==> src/rtl/core/wdwr_pkg.sv <==
`timescale 1ns / 1ps
`default_nettype none

package wdwr_pkg;

	localparam int SLOTS      = 16;
	localparam int COUNT_BITS = 8;
	localparam int SLOT_W     = (SLOTS > 1) ? $clog2(SLOTS) : 1;

	localparam int TYPE_W     = 2;
	localparam int INDEX_W    = 4;
	localparam int ECOUNT_W   = 8;
	localparam int TAG_W      = 16;
	localparam int PICK_W     = 17;
	localparam int TOTAL_W    = 12;
	localparam int FRAC_BITS  = 16;

	localparam logic [TOTAL_W-1:0] TOTAL_MAX = {TOTAL_W{1'b1}};
	localparam logic [PICK_W-1:0]  ONE_Q16   = PICK_W'(1) << FRAC_BITS;

	// running sum of all slot counts never exceeds SLOTS * (2^COUNT_BITS - 1)
	localparam int ACC_W    = COUNT_BITS + SLOT_W;
	localparam int TARGET_W = PICK_W + TOTAL_W;
	localparam int CMP_W    = (TARGET_W > ACC_W + FRAC_BITS) ? TARGET_W : ACC_W + FRAC_BITS;
	localparam int SUM_W    = ((TOTAL_W > COUNT_BITS) ? TOTAL_W : COUNT_BITS) + 1;

	localparam logic [TYPE_W-1:0] REQ_CLEAR = 2'd0;
	localparam logic [TYPE_W-1:0] REQ_LOAD  = 2'd1;
	localparam logic [TYPE_W-1:0] REQ_DRAW  = 2'd2;
	localparam logic [TYPE_W-1:0] REQ_NOP   = 2'd3;

	typedef struct packed {
		logic [TYPE_W-1:0]   req_type;
		logic [INDEX_W-1:0]  entry_index;
		logic [ECOUNT_W-1:0] entry_count;
		logic [TAG_W-1:0]    entry_tag;
		logic [PICK_W-1:0]   pick_fraction;
	} req_t;

	typedef struct packed {
		logic               found;
		logic [TAG_W-1:0]   drawn_tag;
		logic [TOTAL_W-1:0] remaining_total;
	} rsp_t;

	// slot table write side
	typedef struct packed {
		logic                  clr;
		logic                  wr_en;
		logic                  tag_en;
		logic [SLOT_W-1:0]     addr;
		logic [COUNT_BITS-1:0] count;
		logic [TAG_W-1:0]      tag;
	} tbl_wr_t;

	// accumulate and compare unit control
	typedef struct packed {
		logic load;
		logic step;
	} acc_ctl_t;

endpackage

`default_nettype wire

==> src/rtl/core/wdwr_table.sv <==
`timescale 1ns / 1ps
`default_nettype none

module wdwr_table (
	input  wire logic                           clk,
	input  wire logic                           arst_n,
	input  wire wdwr_pkg::tbl_wr_t              wr,
	input  wire logic [wdwr_pkg::SLOT_W-1:0]    rd_addr,
	output logic      [wdwr_pkg::COUNT_BITS-1:0] rd_count,
	output logic      [wdwr_pkg::TAG_W-1:0]     rd_tag
);
	import wdwr_pkg::*;

	logic [COUNT_BITS-1:0] counts_q [SLOTS];
	logic [TAG_W-1:0]      tags_q   [SLOTS];

	always_ff @(posedge clk or negedge arst_n) begin
		if (!arst_n) begin
			for (int i = 0; i < SLOTS; i++) begin
				counts_q[i] <= '0;
			end
		end else if (wr.clr) begin
			for (int i = 0; i < SLOTS; i++) begin
				counts_q[i] <= '0;
			end
		end else if (wr.wr_en) begin
			counts_q[wr.addr] <= wr.count;
		end
	end

	// a tag is only read out of a slot whose count is nonzero, so it needs no clear
	always_ff @(posedge clk) begin
		if (wr.tag_en) begin
			tags_q[wr.addr] <= wr.tag;
		end
	end

	assign rd_count = counts_q[rd_addr];
	assign rd_tag   = tags_q[rd_addr];

endmodule

`default_nettype wire

==> src/rtl/core/wdwr_pick.sv <==
`timescale 1ns / 1ps
`default_nettype none

module wdwr_pick (
	input  wire logic                            clk,
	input  wire wdwr_pkg::acc_ctl_t              ctl,
	input  wire logic [wdwr_pkg::PICK_W-1:0]     pick,
	input  wire logic [wdwr_pkg::TOTAL_W-1:0]    total,
	input  wire logic [wdwr_pkg::COUNT_BITS-1:0] count,
	output logic                                 hit
);
	import wdwr_pkg::*;

	logic [TARGET_W-1:0] target_q;
	logic [ACC_W-1:0]    acc_q;
	logic [ACC_W-1:0]    acc_nxt;

	always_ff @(posedge clk) begin
		if (ctl.load) begin
			target_q <= TARGET_W'(pick) * TARGET_W'(total);
			acc_q    <= '0;
		end else if (ctl.step) begin
			acc_q <= acc_nxt;
		end
	end

	assign acc_nxt = acc_q + ACC_W'(count);

	// empty slots never qualify, even with a zero target
	assign hit = (count != '0) &&
		(CMP_W'(target_q) <= (CMP_W'(acc_nxt) << FRAC_BITS));

endmodule

`default_nettype wire

==> src/rtl/core/weighted_draw_without_replacement_core.sv <==
`timescale 1ns / 1ps
`default_nettype none

// channel  dir  handshake             payload
// req      in   req_valid/req_stall   req_t: req_type entry_index entry_count entry_tag
//                                      pick_fraction
// rsp      out  rsp_valid/rsp_stall   rsp_t: found drawn_tag remaining_total
//
// clear, load and no-op requests finish in the transfer cycle; the result shows next cycle.
// a draw with a nonzero total scans the slots in order through the accumulate/compare unit
// after the transfer up to the chosen slot; a draw on a zero total ends in the transfer cycle.
// one request is in flight at a time; req_stall is high while a draw scans or while a
// result waits in the output register under rsp_stall.
// reset clears all slot counts and the total at once; no request is pending after reset.

module weighted_draw_without_replacement_core (
	input  wire logic           clk,
	input  wire logic           arst_n,
	input  wire logic           req_valid,
	output logic                req_stall,
	input  wire wdwr_pkg::req_t req,
	output logic                rsp_valid,
	input  wire logic           rsp_stall,
	output wdwr_pkg::rsp_t      rsp
);
	import wdwr_pkg::*;

	localparam logic ST_IDLE = 1'b0;
	localparam logic ST_SCAN = 1'b1;

	localparam logic [SLOT_W-1:0] LAST_SLOT = SLOT_W'(SLOTS - 1);

	logic                  state_q;
	logic [SLOT_W-1:0]     scan_q;
	logic [TOTAL_W-1:0]    total_q;
	logic                  rsp_valid_q;
	rsp_t                  rsp_q;

	logic                  req_xfer;
	logic                  rsp_xfer;
	tbl_wr_t               tbl_wr;
	acc_ctl_t              acc_ctl;
	logic [SLOT_W-1:0]     rd_addr;
	logic [COUNT_BITS-1:0] rd_count;
	logic [TAG_W-1:0]      rd_tag;
	logic                  hit;
	logic [PICK_W-1:0]     pick_c;
	logic                  in_range;
	logic [COUNT_BITS-1:0] load_count;
	logic [SUM_W-1:0]      base;
	logic [SUM_W-1:0]      sum;
	logic [TOTAL_W-1:0]    load_total;

	logic                  finish;
	rsp_t                  rsp_d;
	logic [TOTAL_W-1:0]    total_d;
	logic                  state_d;

	assign req_stall = (state_q != ST_IDLE) || (rsp_valid_q && rsp_stall);
	assign req_xfer  = req_valid && !req_stall;
	assign rsp_xfer  = rsp_valid_q && !rsp_stall;
	assign rsp_valid = rsp_valid_q;
	assign rsp       = rsp_q;

	assign rd_addr = (state_q == ST_SCAN) ? scan_q : SLOT_W'(req.entry_index);

	assign pick_c     = (req.pick_fraction > ONE_Q16) ? ONE_Q16 : req.pick_fraction;
	assign in_range   = 32'(req.entry_index) < SLOTS;
	assign load_count = COUNT_BITS'(req.entry_count);

	// reload takes the old slot count off the total first, then saturates
	assign base = (SUM_W'(total_q) >= SUM_W'(rd_count)) ?
		SUM_W'(total_q) - SUM_W'(rd_count) : '0;
	assign sum        = base + SUM_W'(load_count);
	assign load_total = (sum > SUM_W'(TOTAL_MAX)) ? TOTAL_MAX : TOTAL_W'(sum);

	wdwr_table u_table (
		.clk      (clk),
		.arst_n   (arst_n),
		.wr       (tbl_wr),
		.rd_addr  (rd_addr),
		.rd_count (rd_count),
		.rd_tag   (rd_tag)
	);

	wdwr_pick u_pick (
		.clk   (clk),
		.ctl   (acc_ctl),
		.pick  (pick_c),
		.total (total_q),
		.count (rd_count),
		.hit   (hit)
	);

	always_comb begin
		tbl_wr         = '0;
		tbl_wr.addr    = rd_addr;
		tbl_wr.count   = load_count;
		tbl_wr.tag     = req.entry_tag;
		acc_ctl        = '0;
		finish         = 1'b0;
		rsp_d          = '0;
		total_d        = total_q;
		state_d        = state_q;

		case (state_q)
			ST_IDLE: begin
				if (req_xfer) begin
					case (req.req_type)
						REQ_CLEAR: begin
							tbl_wr.clr = 1'b1;
							total_d    = '0;
							finish     = 1'b1;
						end
						REQ_LOAD: begin
							if (in_range) begin
								tbl_wr.wr_en  = 1'b1;
								tbl_wr.tag_en = 1'b1;
								total_d       = load_total;
							end
							finish = 1'b1;
						end
						REQ_DRAW: begin
							if (total_q == '0) begin
								finish = 1'b1;
							end else begin
								acc_ctl.load = 1'b1;
								state_d      = ST_SCAN;
							end
						end
						default: begin
							finish = 1'b1;
						end
					endcase
				end
			end
			ST_SCAN: begin
				acc_ctl.step = 1'b1;
				if (hit) begin
					tbl_wr.wr_en    = 1'b1;
					tbl_wr.count    = rd_count - COUNT_BITS'(1);
					total_d         = total_q - TOTAL_W'(1);
					rsp_d.found     = 1'b1;
					rsp_d.drawn_tag = rd_tag;
					finish          = 1'b1;
					state_d         = ST_IDLE;
				end else if (scan_q == LAST_SLOT) begin
					// only reachable if the total exceeds the sum of the slot counts
					finish  = 1'b1;
					state_d = ST_IDLE;
				end
			end
			default: begin
				state_d = ST_IDLE;
			end
		endcase

		rsp_d.remaining_total = total_d;
	end

	always_ff @(posedge clk or negedge arst_n) begin
		if (!arst_n) begin
			state_q     <= ST_IDLE;
			scan_q      <= '0;
			total_q     <= '0;
			rsp_valid_q <= 1'b0;
		end else begin
			state_q <= state_d;
			total_q <= total_d;
			if (state_q == ST_SCAN) begin
				scan_q <= scan_q + SLOT_W'(1);
			end else begin
				scan_q <= '0;
			end
			if (finish) begin
				rsp_valid_q <= 1'b1;
			end else if (rsp_xfer) begin
				rsp_valid_q <= 1'b0;
			end
		end
	end

	always_ff @(posedge clk) begin
		if (finish) begin
			rsp_q <= rsp_d;
		end
	end

endmodule

`default_nettype wire

==> config.mk <==
export PLATFORM = sky130hd
export DESIGN_NAME = weighted_draw_without_replacement_core
export DESIGN_NICKNAME = d
export VERILOG_FILES = /design/src/rtl/core/wdwr_pkg.sv /design/src/rtl/core/wdwr_table.sv /design/src/rtl/core/wdwr_pick.sv /design/src/rtl/core/weighted_draw_without_replacement_core.sv
export SDC_FILE = /design/constraint.sdc
export NUM_CORES = 1
export LEC_CHECK = 0
export ABC_AREA = 1
export BUFFER_PORTS_ARGS = -buffer_cell sky130_fd_sc_hd__clkbuf_2
export CAP_MARGIN = 40
export CORE_AREA = 5 5 257 259
export DETAILED_ROUTE_END_ITERATION = 7
export DIE_AREA = 0 0 262 264
export PLACE_DENSITY = 0.71
export SETUP_SLACK_MARGIN = 0.02
export SKIP_LAST_GASP = 1
export SLEW_MARGIN = 20
export SYNTH_ARGS = -nofsm -noshare
export SYNTH_HDL_FRONTEND = slang
export SYNTH_SLANG_ARGS = --single-unit
==> constraint.sdc <==
create_clock -name clk -period 8 [get_ports clk]
set_clock_uncertainty 0.2 [all_clocks]
set_input_delay 0.4 -clock clk [delete_from_list [all_inputs] [get_ports clk]]
set_output_delay 0.4 -clock clk [all_outputs]
set_load 0.03 [all_outputs]
; Yosys cells after proc, flatten, opt, wreduce, memory -nomap -nowiden
; Memories as Yosys holds them, arrays and structs flattened.
; Cells that the tools add are included.
[word_totals]
word_cells = 103
n_memories = 1
reg_bits = 216
ram_bits = 256
out_inout_bits = 31
input_bits = 51
[mem_list]
columns = memory, words, word_bits, rd, rd_ports_with_merged_regs, wr, line_no
row1 = u_table.tags_q, 16, 16, 1, 0, 1, wdwr_table.sv:15  ; logic [TAG_W-1:0] tags_q [SLOTS];
[classes]
mul = 1
reduce_logical = 14
order_cmp = 6
n_bitwise = 2
n_mux = 45
n_eq_ne = 3
addsub = 6
[ops]
columns = cell, count
row1 = 2-to-1 mux 128 bit, 2
row2 = bitwise mux 128 bit, 1
row3 = case mux 12 bit (2 select lines), 2
row4 = 2-to-1 mux 8 bit, 5
row5 = 2-to-1 mux 12 bit, 3
row6 = 2-to-1 mux 17 bit, 2
row7 = binary-select mux 8 bit (select 4 bit), 1
row8 = demux 8 bit (select 4 bit), 1
row9 = <= comparator 29 x 28 -> 1 bit, 1
row10 = multiplier 17 x 12 -> 29 bit, 1
row11 = 2-to-1 mux 1 bit, 20
row12 = "greater-than comparator 17 bit, second input constant", 1
row13 = adder 13 x 8 -> 13 bit, 1
row14 = "greater-than comparator 13 x 12 -> 1 bit, second input constant", 1
row15 = 2-to-1 mux 13 bit, 1
row16 = subtractor 12 x 8 -> 13 bit, 1
row17 = adder 12 x 8 -> 12 bit, 1
row18 = greater-or-equal comparator 12 x 8 -> 1 bit, 1
row19 = zero test 12 bit, 1
row20 = "subtractor 12 x 1 -> 12 bit, second input constant", 1
row21 = 2-to-1 mux 4 bit, 2
row22 = nonzero test 8 bit, 1
row23 = "subtractor 8 x 1 -> 8 bit, second input constant", 1
row24 = case mux 1 bit (2 select lines), 3
row25 = other kinds (16), 22

; Depth between registers and ports, before layout
; Gate-level depths: netlist of run 1.
[logic_depth]
word_depth = 13
depth_mapped = 40
ltp_nobuf = 37

; Cells and area by module
; From an unflattened synthesis of run 1, not the netlist that was laid out.
[unflattened]
hier_cells = 3556
area_unflattened_um2 = 29982.5
[by_module_without_submodules]
columns = module, cells_each, area_per_inst_um2, seq_area_each_um2, n_inst
row1 = wdwr_table, 1789, 17052.6, 10890.4, 1
row2 = wdwr_pick, 1260, 9312.7, 1111.1, 1
row3 = weighted_draw_without_replacement_core, 507, 3617.2, 1321.3, 1

; Worst setup path before layout of run 1
; OpenSTA, ideal clock, no wires.
[synth_path]
path_type = input to register
startpoint = input req[2] in the netlist's numbering
endpoint = register u_pick.target_q[26] (data pin)
arrival_time_ps = 5623
stages = 27
n_path_buf = 2
setup_time_ps = 262
required_ps = 7538
setup_slack_ps = 1915
path_cell_list = inv_1 -> nand4_1 -> nor3_1 -> nand3_1 -> and2_1 -> clkbuf_1 -> nor2_1 -> clkbuf_1 -> nand2_1 -> fa_1 -> inv_1 -> fa_1 -> inv_1 -> fa_1 -> inv_1 -> fa_1 -> inv_1 -> fa_1 -> inv_1 -> ha_1 -> a21oi_1 -> o21ai_0 -> o21bai_1 -> a21oi_1 -> o21bai_1 -> a21oi_1 -> xor2_1
[synth_between]
elab_chain_len = 3
[synth_rtl]
columns = item, line_no
row1 = start: declaration, weighted_draw_without_replacement_core.sv:21  ; input wire wdwr_pkg::req_t req,
row2 = greater-than comparator 17 bit, weighted_draw_without_replacement_core.sv:67  ; assign pick_c = (req.pick_fraction > ONE_Q16) ? ONE_Q16 : req.pick_fraction;
row3 = 2-to-1 mux 17 bit *, weighted_draw_without_replacement_core.sv:67
row4 = multiplier 17 x 12 -> 29 bit *, wdwr_pick.sv:20  ; target_q <= TARGET_W'(pick) * TARGET_W'(total);
row5 = end signal: assignment, wdwr_pick.sv:20
row6 = end: declaration, wdwr_pick.sv:14  ; logic [TARGET_W-1:0] target_q;
; Mark *: on every way between the ends. The rest lies on a longest branch, timed or not.
; A chain may end at the register's enable or synchronous reset.

; Worst setup path in the final report of run 1
[layout_path]
startpoint = register state_q
endpoint = register u_table.counts_q[20] in the netlist's numbering
[layout_between]
elab_chain_len = 13
word_cells_on_any_way = 29
cone_classes = add/sub (2) / order compare (3) / mux (15) / bitwise (2) / reduce/logical (7)
[layout_rtl]
columns = item, line_no
row1 = start: declaration, weighted_draw_without_replacement_core.sv:33  ; logic state_q;
row2 = start signal: assignment, weighted_draw_without_replacement_core.sv:168  ; state_q <= state_d;
row3 = 2-to-1 mux 4 bit, weighted_draw_without_replacement_core.sv:65  ; assign rd_addr = (state_q == ST_SCAN) ? scan_q : SLOT_W'(req.entry_index);
row4 = NOT 4 -> 5 bit (not written as such), "wdwr_table.sv:27, wdwr_table.sv:38"
row5 = binary-select mux 8 bit (select 4 bit), wdwr_table.sv:38  ; assign rd_count = counts_q[rd_addr];
row6 = 2-to-1 mux 8 bit (not written as such) (2 in series), wdwr_table.sv:38
row7 = adder 12 x 8 -> 12 bit, wdwr_pick.sv:27  ; assign acc_nxt = acc_q + ACC_W'(count);
row8 = <= comparator 29 x 28 -> 1 bit, wdwr_pick.sv:31  ; (CMP_W'(target_q) <= (CMP_W'(acc_nxt) << FRAC_BITS));
row9 = logical AND 1 bit, wdwr_pick.sv:30  ; assign hit = (count != '0) &&
row10 = 2-to-1 mux 8 bit, weighted_draw_without_replacement_core.sv:139  ; if (hit) begin
row11 = 2-to-1 mux 8 bit, weighted_draw_without_replacement_core.sv:106  ; case (state_q)
row12 = bitwise mux 128 bit, wdwr_table.sv:27  ; counts_q[wr.addr] <= wr.count;
row13 = 2-to-1 mux 128 bit, wdwr_table.sv:26  ; end else if (wr.wr_en) begin
row14 = 2-to-1 mux 128 bit, wdwr_table.sv:22  ; end else if (wr.clr) begin
row15 = end signal: indexed assignment, wdwr_table.sv:27
row16 = end: declaration, wdwr_table.sv:14  ; logic [COUNT_BITS-1:0] counts_q [SLOTS];
; Several ways; a longest one is shown, not always the timed one. The select of a mux whose other input is x is not followed.

==> impl_results.md, run 1 <==
* Via Count at 21,700
* FF-to-FF Start: state_q
* Final TNS setup at 0 ps
* Total of hold buffers inserted after clock tree synthesis at 18
* Estimated wirelength of the detail-placed design at 50.8 mm
* Internal power component at 0.00782 W
* Count of warnings emitted by yosys at 0
* Sort of element at the end of the critical path: register
* Reported max-cap violation count at 0
* Leading register cell type out of synthesis: edfxtp_1
* Number of I/O port buffers at roughly 80
* Area used by multi-input combinational logic at 12,900 um2
* Routed via count divided by cell count at 5.33
* Share of cells above drive strength 1 at 9.57%
* Clock slew at reported path FFs at 60 ps
* Cell class contributing the biggest share of worst-path delay: simple AND/OR/NAND/NOR gates
* Power per standard cell area at ~470 nW/um2
* Post-route ant nets at 0
* Largest cells by area after synthesis: edfxtp_1 33%, dfrtp_1 13%, nand2_1 13%, fa_1 11%, inv_1 5.1%
* Clock H-tree levels at 2
* Synthesized area per cell at around 9.1 um2
* Sink count of the clock tree at 472
* Time the worst path needs with I/O delays and setup at 7110 ps
* Syn nets at approximately 3,400
* Area delta synth->final at 12.1%
* Synth Cell Area at 28,200 um2
* Critical path data required time at about 8300 ps
* Sequential standard cell area at 13,300 um2
* Critical Path Source Type: register
* Pins over their slew limit at 0
* Proportion of power drawn by the clock network at 15.2%
* Longest Clk Path Bufs at 3
* HP Class: in -> reg
* Gate count of the mapped netlist at 3,096
* Combinational fraction of design power at 60.2%
* Flip-flop and latch count after synthesis at 472
* Iter 0 DRT Violations at 2,110
* Die outline width at 262 um
* Number of nets in the finished design at 3,494
* Total setup buffers inserted after CTS at 0
* Count of different cell masters after synthesis at 45
* Most numerous cell in the Yosys netlist: nand2_1
* Die ar. at between 60,000 and 70,000 um2
* Fraction of the yosys area taken by sequential cells at 47.2%
* TritonCTS Buffers at 47
* Placeable core area at 63,600 um2
* Grt ovf at 0
* Pin count of the biggest net entering global routing at 68
* Die Y at 264 um
* Start point of the worst hold path: req[20]
* Worst Tran Pin Value at 869 ps
* Routability congestion estimate from global placement at 0.922
* Detailed-route DRC error count at 0
* Post-CTS resize count at 0
* Slowest cell on the critical path: nand2_1
* Number of fill cells in the layout at 5,782
* Root cell of the clock tree: clkbuf_16
* Post-place instance area at 29,800 um2
* Critical Path Fanout Max at 46
* Initial standard-cell utilization of the core at between 40% and 50%
* GRT Util Overall at between 20% and 30%
* Leakage power total at 14.3 nW
* Setup violation total in the final timing report at 0
* Detailed-routing iteration count for the pre-antenna-repair pass at 5
* Setup CP Type: reg -> reg
* Fraction of power consumed by sequential logic at 24.5%
* Finished Cell Area at 31,700 um2
* CTS tree: done
* Worst slew margin relative to its limit at between 40% and 50%
* Status: finished clean
* Vias in the first global route at 21,200
* Worst setup startpoint: state_q
* Antenna violations before repair at 1
* EDFF count, synth at 314
* Maximum single-stage delay on the critical path at ~780 ps
* Number of standard-cell rows in the floorplan at 93
* Peak ir drop on the vdd network at 0.000449 V
* Clock insertion delay at the later pin of the skew report at between 600 and 700 ps
* Number of hold violations in the final report at 0
* Most common cell type on the critical path: nand2_1
* Buffer and inverter count on the worst path at 2
* Routed Wire Length at 74.8 mm
* Data arrival at the endpoint of the critical path at between 7000 and 8000 ps
* Avg WL per Cell at 18.3 um
* First-pass GRT wire length at 117 mm
* Post-synth top area share at 33.4%
* Power spent charging and discharging nets at 0.00714 W
* Unrepaired setup endpoints after global routing: no
* Achievable clock frequency at 141 MHz
* Biggest area consumer among synthesized cells: edfxtp_1
* Switching part of the total at 47.7%
* Number of ports placed on the die boundary at 82
* Part of the cycle the worst path needs at 88.9%
* Fraction of synthesis flops using an asynchronous set or reset pin at 30.9%
* List of most frequent post-synthesis cells: 943 x nand2_1, 382 x inv_1, 314 x edfxtp_1
-- placed cells by master (no fill, tap or decap), drive strengths merged, types with 2 or more instances in the layout --
cell           n
a21o           3
a21oi         60
a22oi         64
a31oi         73
and2           2
buf           65
bufinv         5
clkbuf       138
clkinv        28
clkinvlp       2
dfrtp        146
dfxtp         12
dlygate4sd3   18
edfxtp       314
fa           153
ha           106
inv          397
nand2        962
nand3        212
nand3b         6
nand4         17
nor2         192
nor3          34
nor4           6
o211ai         7
o21ai        105
o21bai         6
or2           23
xnor2         12
xor2          44
-- through the flow --
stage / std cells / power (W) / utilization (%) / setup WS [ps] / hold slack [ps]
finish: 4075 / 0.0150 / 49.8 / 886 / 41.4
global route: 4075 / 0.0163 / 49.8 / 307 / 59.4
CTS: 4068 / 0.0149 / 49.6 / 1080 / 4.80
detailed placement: 3966 / 0.0125 / 46.8 / 1000 / 237
global placement: 3957 / 0.0123 / 46.5 / 1030 / 245
floorplan: 3096 / 0.0102 / - / 1910 / -95.6
-- metal layers --
layer | share of wire [%] | vias up | GRT usage, %
met1 | 44 | 10500 | 31.1
li1 | - | 10200 | -
met2 | 46 | 844 | 33.4
met3 | 8.1 | 124 | 3.79
met5 | 0 | - | 0
met4 | 2.5 | 0 | 6.12
-- sequential cells by signal, indices dropped and copies added (netlist names) --
name              cells
rsp_valid             1
u_table.tags_q      256
u_table.counts_q    128
rsp                  29
u_pick.target_q      29
scan_q                4
state_q               1
u_pick.acc_q         12
total_q              12
-- power groups by stage --
stage          clock network (W)  registers (W)  logic, W
4_1_cts                  0.00231        0.00366   0.00892
2_1_floorplan                  0        0.00367   0.00650
6_report                 0.00228        0.00367   0.00901
5_1_grt                  0.00241        0.00371    0.0102
3_3_place_gp                   0        0.00370   0.00864
3_5_place_dp                   0        0.00370   0.00883
-- area by class of cell --
cell class / instances / area share [%]
Sequential cell: 472 / 42.1
Multi-Input combinational cell: 2094 / 40.8
Inverter: 406 / 4.81
Clock buffer: 58 / 4.01
Timing Repair Buffer: 163 / 3.88
Tap cell: 855 / 3.38
Clock inverter: 26 / 1.04
Antenna cell: 1 / 0.00790
-- cells by family (layout without fill, tap and decap cells) --
family	count (synthesis)	count (layout)	share of synthesized area (%)
other	0	1	0
adder cells (fa/ha/maj)	259	259	15.5
AO/OA/AOI/OAI	324	324	6.90
AND/OR/NAND/NOR	1455	1455	21.3
buffers and inverters	530	653	7.39
flip-flops	472	472	47.2
XOR/XNOR	56	56	1.74
-- final timing paths --
check,end,slack [ps],cells past startpoint
worst min-delay path,u_table.tags_q[1][3],40,1
worst min register to register,u_table.counts_q[34],280,2
worst max-delay path,u_table.counts_q[20],890,32
min in group asynchronous,u_table.counts_q[99],170,2
max in group asynchronous,total_q[5],6250,4
worst max register to register,u_table.counts_q[20],890,32
Power figures use the tool's default switching activity.
==> run 2, diff against run 1 <==
==> constraint.sdc (replaced) <==
create_clock -name clk -period 8 [get_ports clk]
set_clock_uncertainty 0.2 [all_clocks]
set_input_delay 1.6 -clock clk [delete_from_list [all_inputs] [get_ports clk]]
set_output_delay 1.6 -clock clk [all_outputs]
set_load 0.03 [all_outputs]
==> run 2 against run 1 <==
Against the previous run: maximum frequency grew 0.19%; register-to-register slack gained 450 ps; global-route usage shrank 0.067 points; non-clock buffer count grew 1; hold slack gained 240 ps; cell count is the same; highest routed layer is now met5.
==> impl_results.md, run 2 (synthesis gave the netlist of run 1 again) <==
* Critical Path Source Type: input port
* Die outline width at 262 um
* Pins over their slew limit at 0
* Critical path data required time at 8120 ps
* Sort of element at the end of the critical path: register
* Number of I/O port buffers at 81
* Reported max-cap violation count at 0
* Routability congestion estimate from global placement at ~0.93
* FF-to-FF Start: state_q
* Unrepaired setup endpoints after global routing: no
* Post-route ant nets at 0
* Slowest cell on the critical path: fa_1
* Number of standard-cell rows in the floorplan at just over 90
* Worst slew margin relative to its limit at roughly two fifths
* Via Count at between 20,000 and 25,000
* Area delta synth->final at 11.3%
* Clock insertion delay at the later pin of the skew report at 620 ps
* Setup CP Type: in -> reg
* Final TNS setup at 0 ps
* Vias in the first global route at 20,600
* Total of hold buffers inserted after clock tree synthesis at 0
* Sink count of the clock tree at between 400 and 500
* Longest Clk Path Bufs at 3
* Finished Cell Area at 31,400 um2
* Post-place instance area at approximately 30,000 um2
* Clock slew at reported path FFs at 60 ps
* Estimated wirelength of the detail-placed design at 50.8 mm
* Critical Path Fanout Max at 13
* Setup violation total in the final timing report at 0
* Pin count of the biggest net entering global routing at 80
* Detailed-routing iteration count for the pre-antenna-repair pass at 7
* Grt ovf at 0
* Total setup buffers inserted after CTS at 0
* Initial standard-cell utilization of the core at 44.4%
* Die Y at 264 um
* Data arrival at the endpoint of the critical path at 7220 ps
* Share of cells above drive strength 1 at roughly 10%
* Detailed-route DRC error count at 0
* CTS tree: done
* Max FFs per register at 256
* Most common cell type on the critical path: inv_1
* Number of nets in the finished design at around 3,500
* Worst Hold Path EP: u_table.counts_q[97]
* Path depth of the worst reg2reg path at 32
* Global Route met2 Usage at 32.3%
* TritonCTS Buffers at 46
* Part of the cycle the worst path needs at 88.8%
* First-pass GRT wire length at 117 mm
* Worst flop-to-flop path endpoint: u_table.counts_q[121]
* Post-CTS resize count at 0
* Commonest non-fill, non-tap cell in the layout: nand2_1
* HP Class: reg -> reg
* Clock H-tree levels at 2
* Time the worst path needs with I/O delays and setup at between 7000 and 8000 ps
* Total power after layout at 0.0148 W
* Biggest registers after layout: u_table.tags_q (256), u_table.counts_q (128)
* Status: finished clean
* Achievable clock frequency at 141 MHz
* Maximum single-stage delay on the critical path at 540 ps
* Leakage power total at 14.3 nW
* Routed via count divided by cell count at between 5 and 6
* Met1 Usage GRT at 32.3%
* Placeable core area at roughly 64,000 um2
* Worst hold path depth at 2
* Number of ports placed on the die boundary at 82
* GRT Util Overall at 21.4%
* Number of hold violations in the final report at 0
* Reg-to-reg slack, setup at 1340 ps
* Highest-utilization routing layer at the global route stage: met1
* Peak ir drop on the vdd network at 0.000425 V
* Register name with the most flops: u_table.tags_q
* Power per standard cell area at 471 nW/um2
* Antenna violations before repair at 2
* Die ar. at around 69,000 um2
* Leading cell types in the layout, fill and taps excluded: 941 x nand2_1, 382 x inv_1, 314 x edfxtp_1
* Avg WL per Cell at 18.3 um
* Cell class contributing the biggest share of worst-path delay: adder cells
* Global routing met3 resource utilization at 3.68%
* Buffer and inverter count on the worst path at 9
* Start point of the worst hold path: u_table.counts_q[97]
* Root cell of the clock tree: clkbuf_16
* Worst Tran Pin Value at 886 ps
* Iter 0 DRT Violations at 2,120
* Routed Wire Length at 74.5 mm
run 2: cell count changes in the layout (fill, tap and decap cells not counted), moves of 3 or more:
cell | before | now
dlygate4sd3_1 | 18 | 0
clkbuf_1 | 8 | 15
buf_16 | 5 | 1
clkbuf_16 | 49 | 46
clkinv_1 | 20 | 16
buf_4 | 52 | 73
bufinv_16 | 5 | 2
run 2: area by class of cell:
class,count,area [um2]
fill,5875,32200
sequential,472,13300
multi-input combinational,2094,12900
inverter,406,1520
clock buffer,63,1230
timing repair buffer,164,1130
tap,855,1070
clock inverter,20,230
antenna,1,2.50
run 2: how the worst max path moves through the flow:
stage / from / endpoint / slack (ps) / cells past startpoint
final: req[2] / u_pick.target_q[27] / 900 / 29
after global routing: req[3] / u_pick.target_q[26] / 470 / 28
after CTS: req[2] / u_pick.target_q[27] / 970 / 29
after detailed placement: req[2] / u_pick.target_q[25] / 370 / 29
after global placement: req[3] / u_pick.target_q[26] / 480 / 25
after floorplan: req[2] / u_pick.target_q[26] / 710 / 27
run 2: metrics by stage:
step	hold WS, ps	utilization [%]	worst slack (ps)	instances
2_1_floorplan	240	-	715	3096
3_3_place_gp	256	46.8	480	3981
3_5_place_dp	261	47.0	365	3989
4_1_cts	281	49.3	971	4072
5_1_grt	296	49.4	468	4074
6_report	277	49.4	899	4075
run 2: power by group:
group,switching [W],internal (W),leakage (nW)
Clock,0.000959,0.00116,0.705
Sequential,0.000309,0.00333,4.90
Combinational,0.00584,0.00321,8.64
Total,0.00710,0.00770,14.3
run 2: tightest hold or removal path: cells and delay by family, from the launching register on:
kind	cells	cell delay (ps)
flip-flops	1	340
AND/OR/NAND/NOR	2	100
run 2: per-layer routing:
layer  vias to the layer above  part of all wire, %
met2                       906                   44
met5                         -                0.017
met4                         2                  2.4
met1                     10500                   45
met3                       104                  8.8
li1                      10200                    -
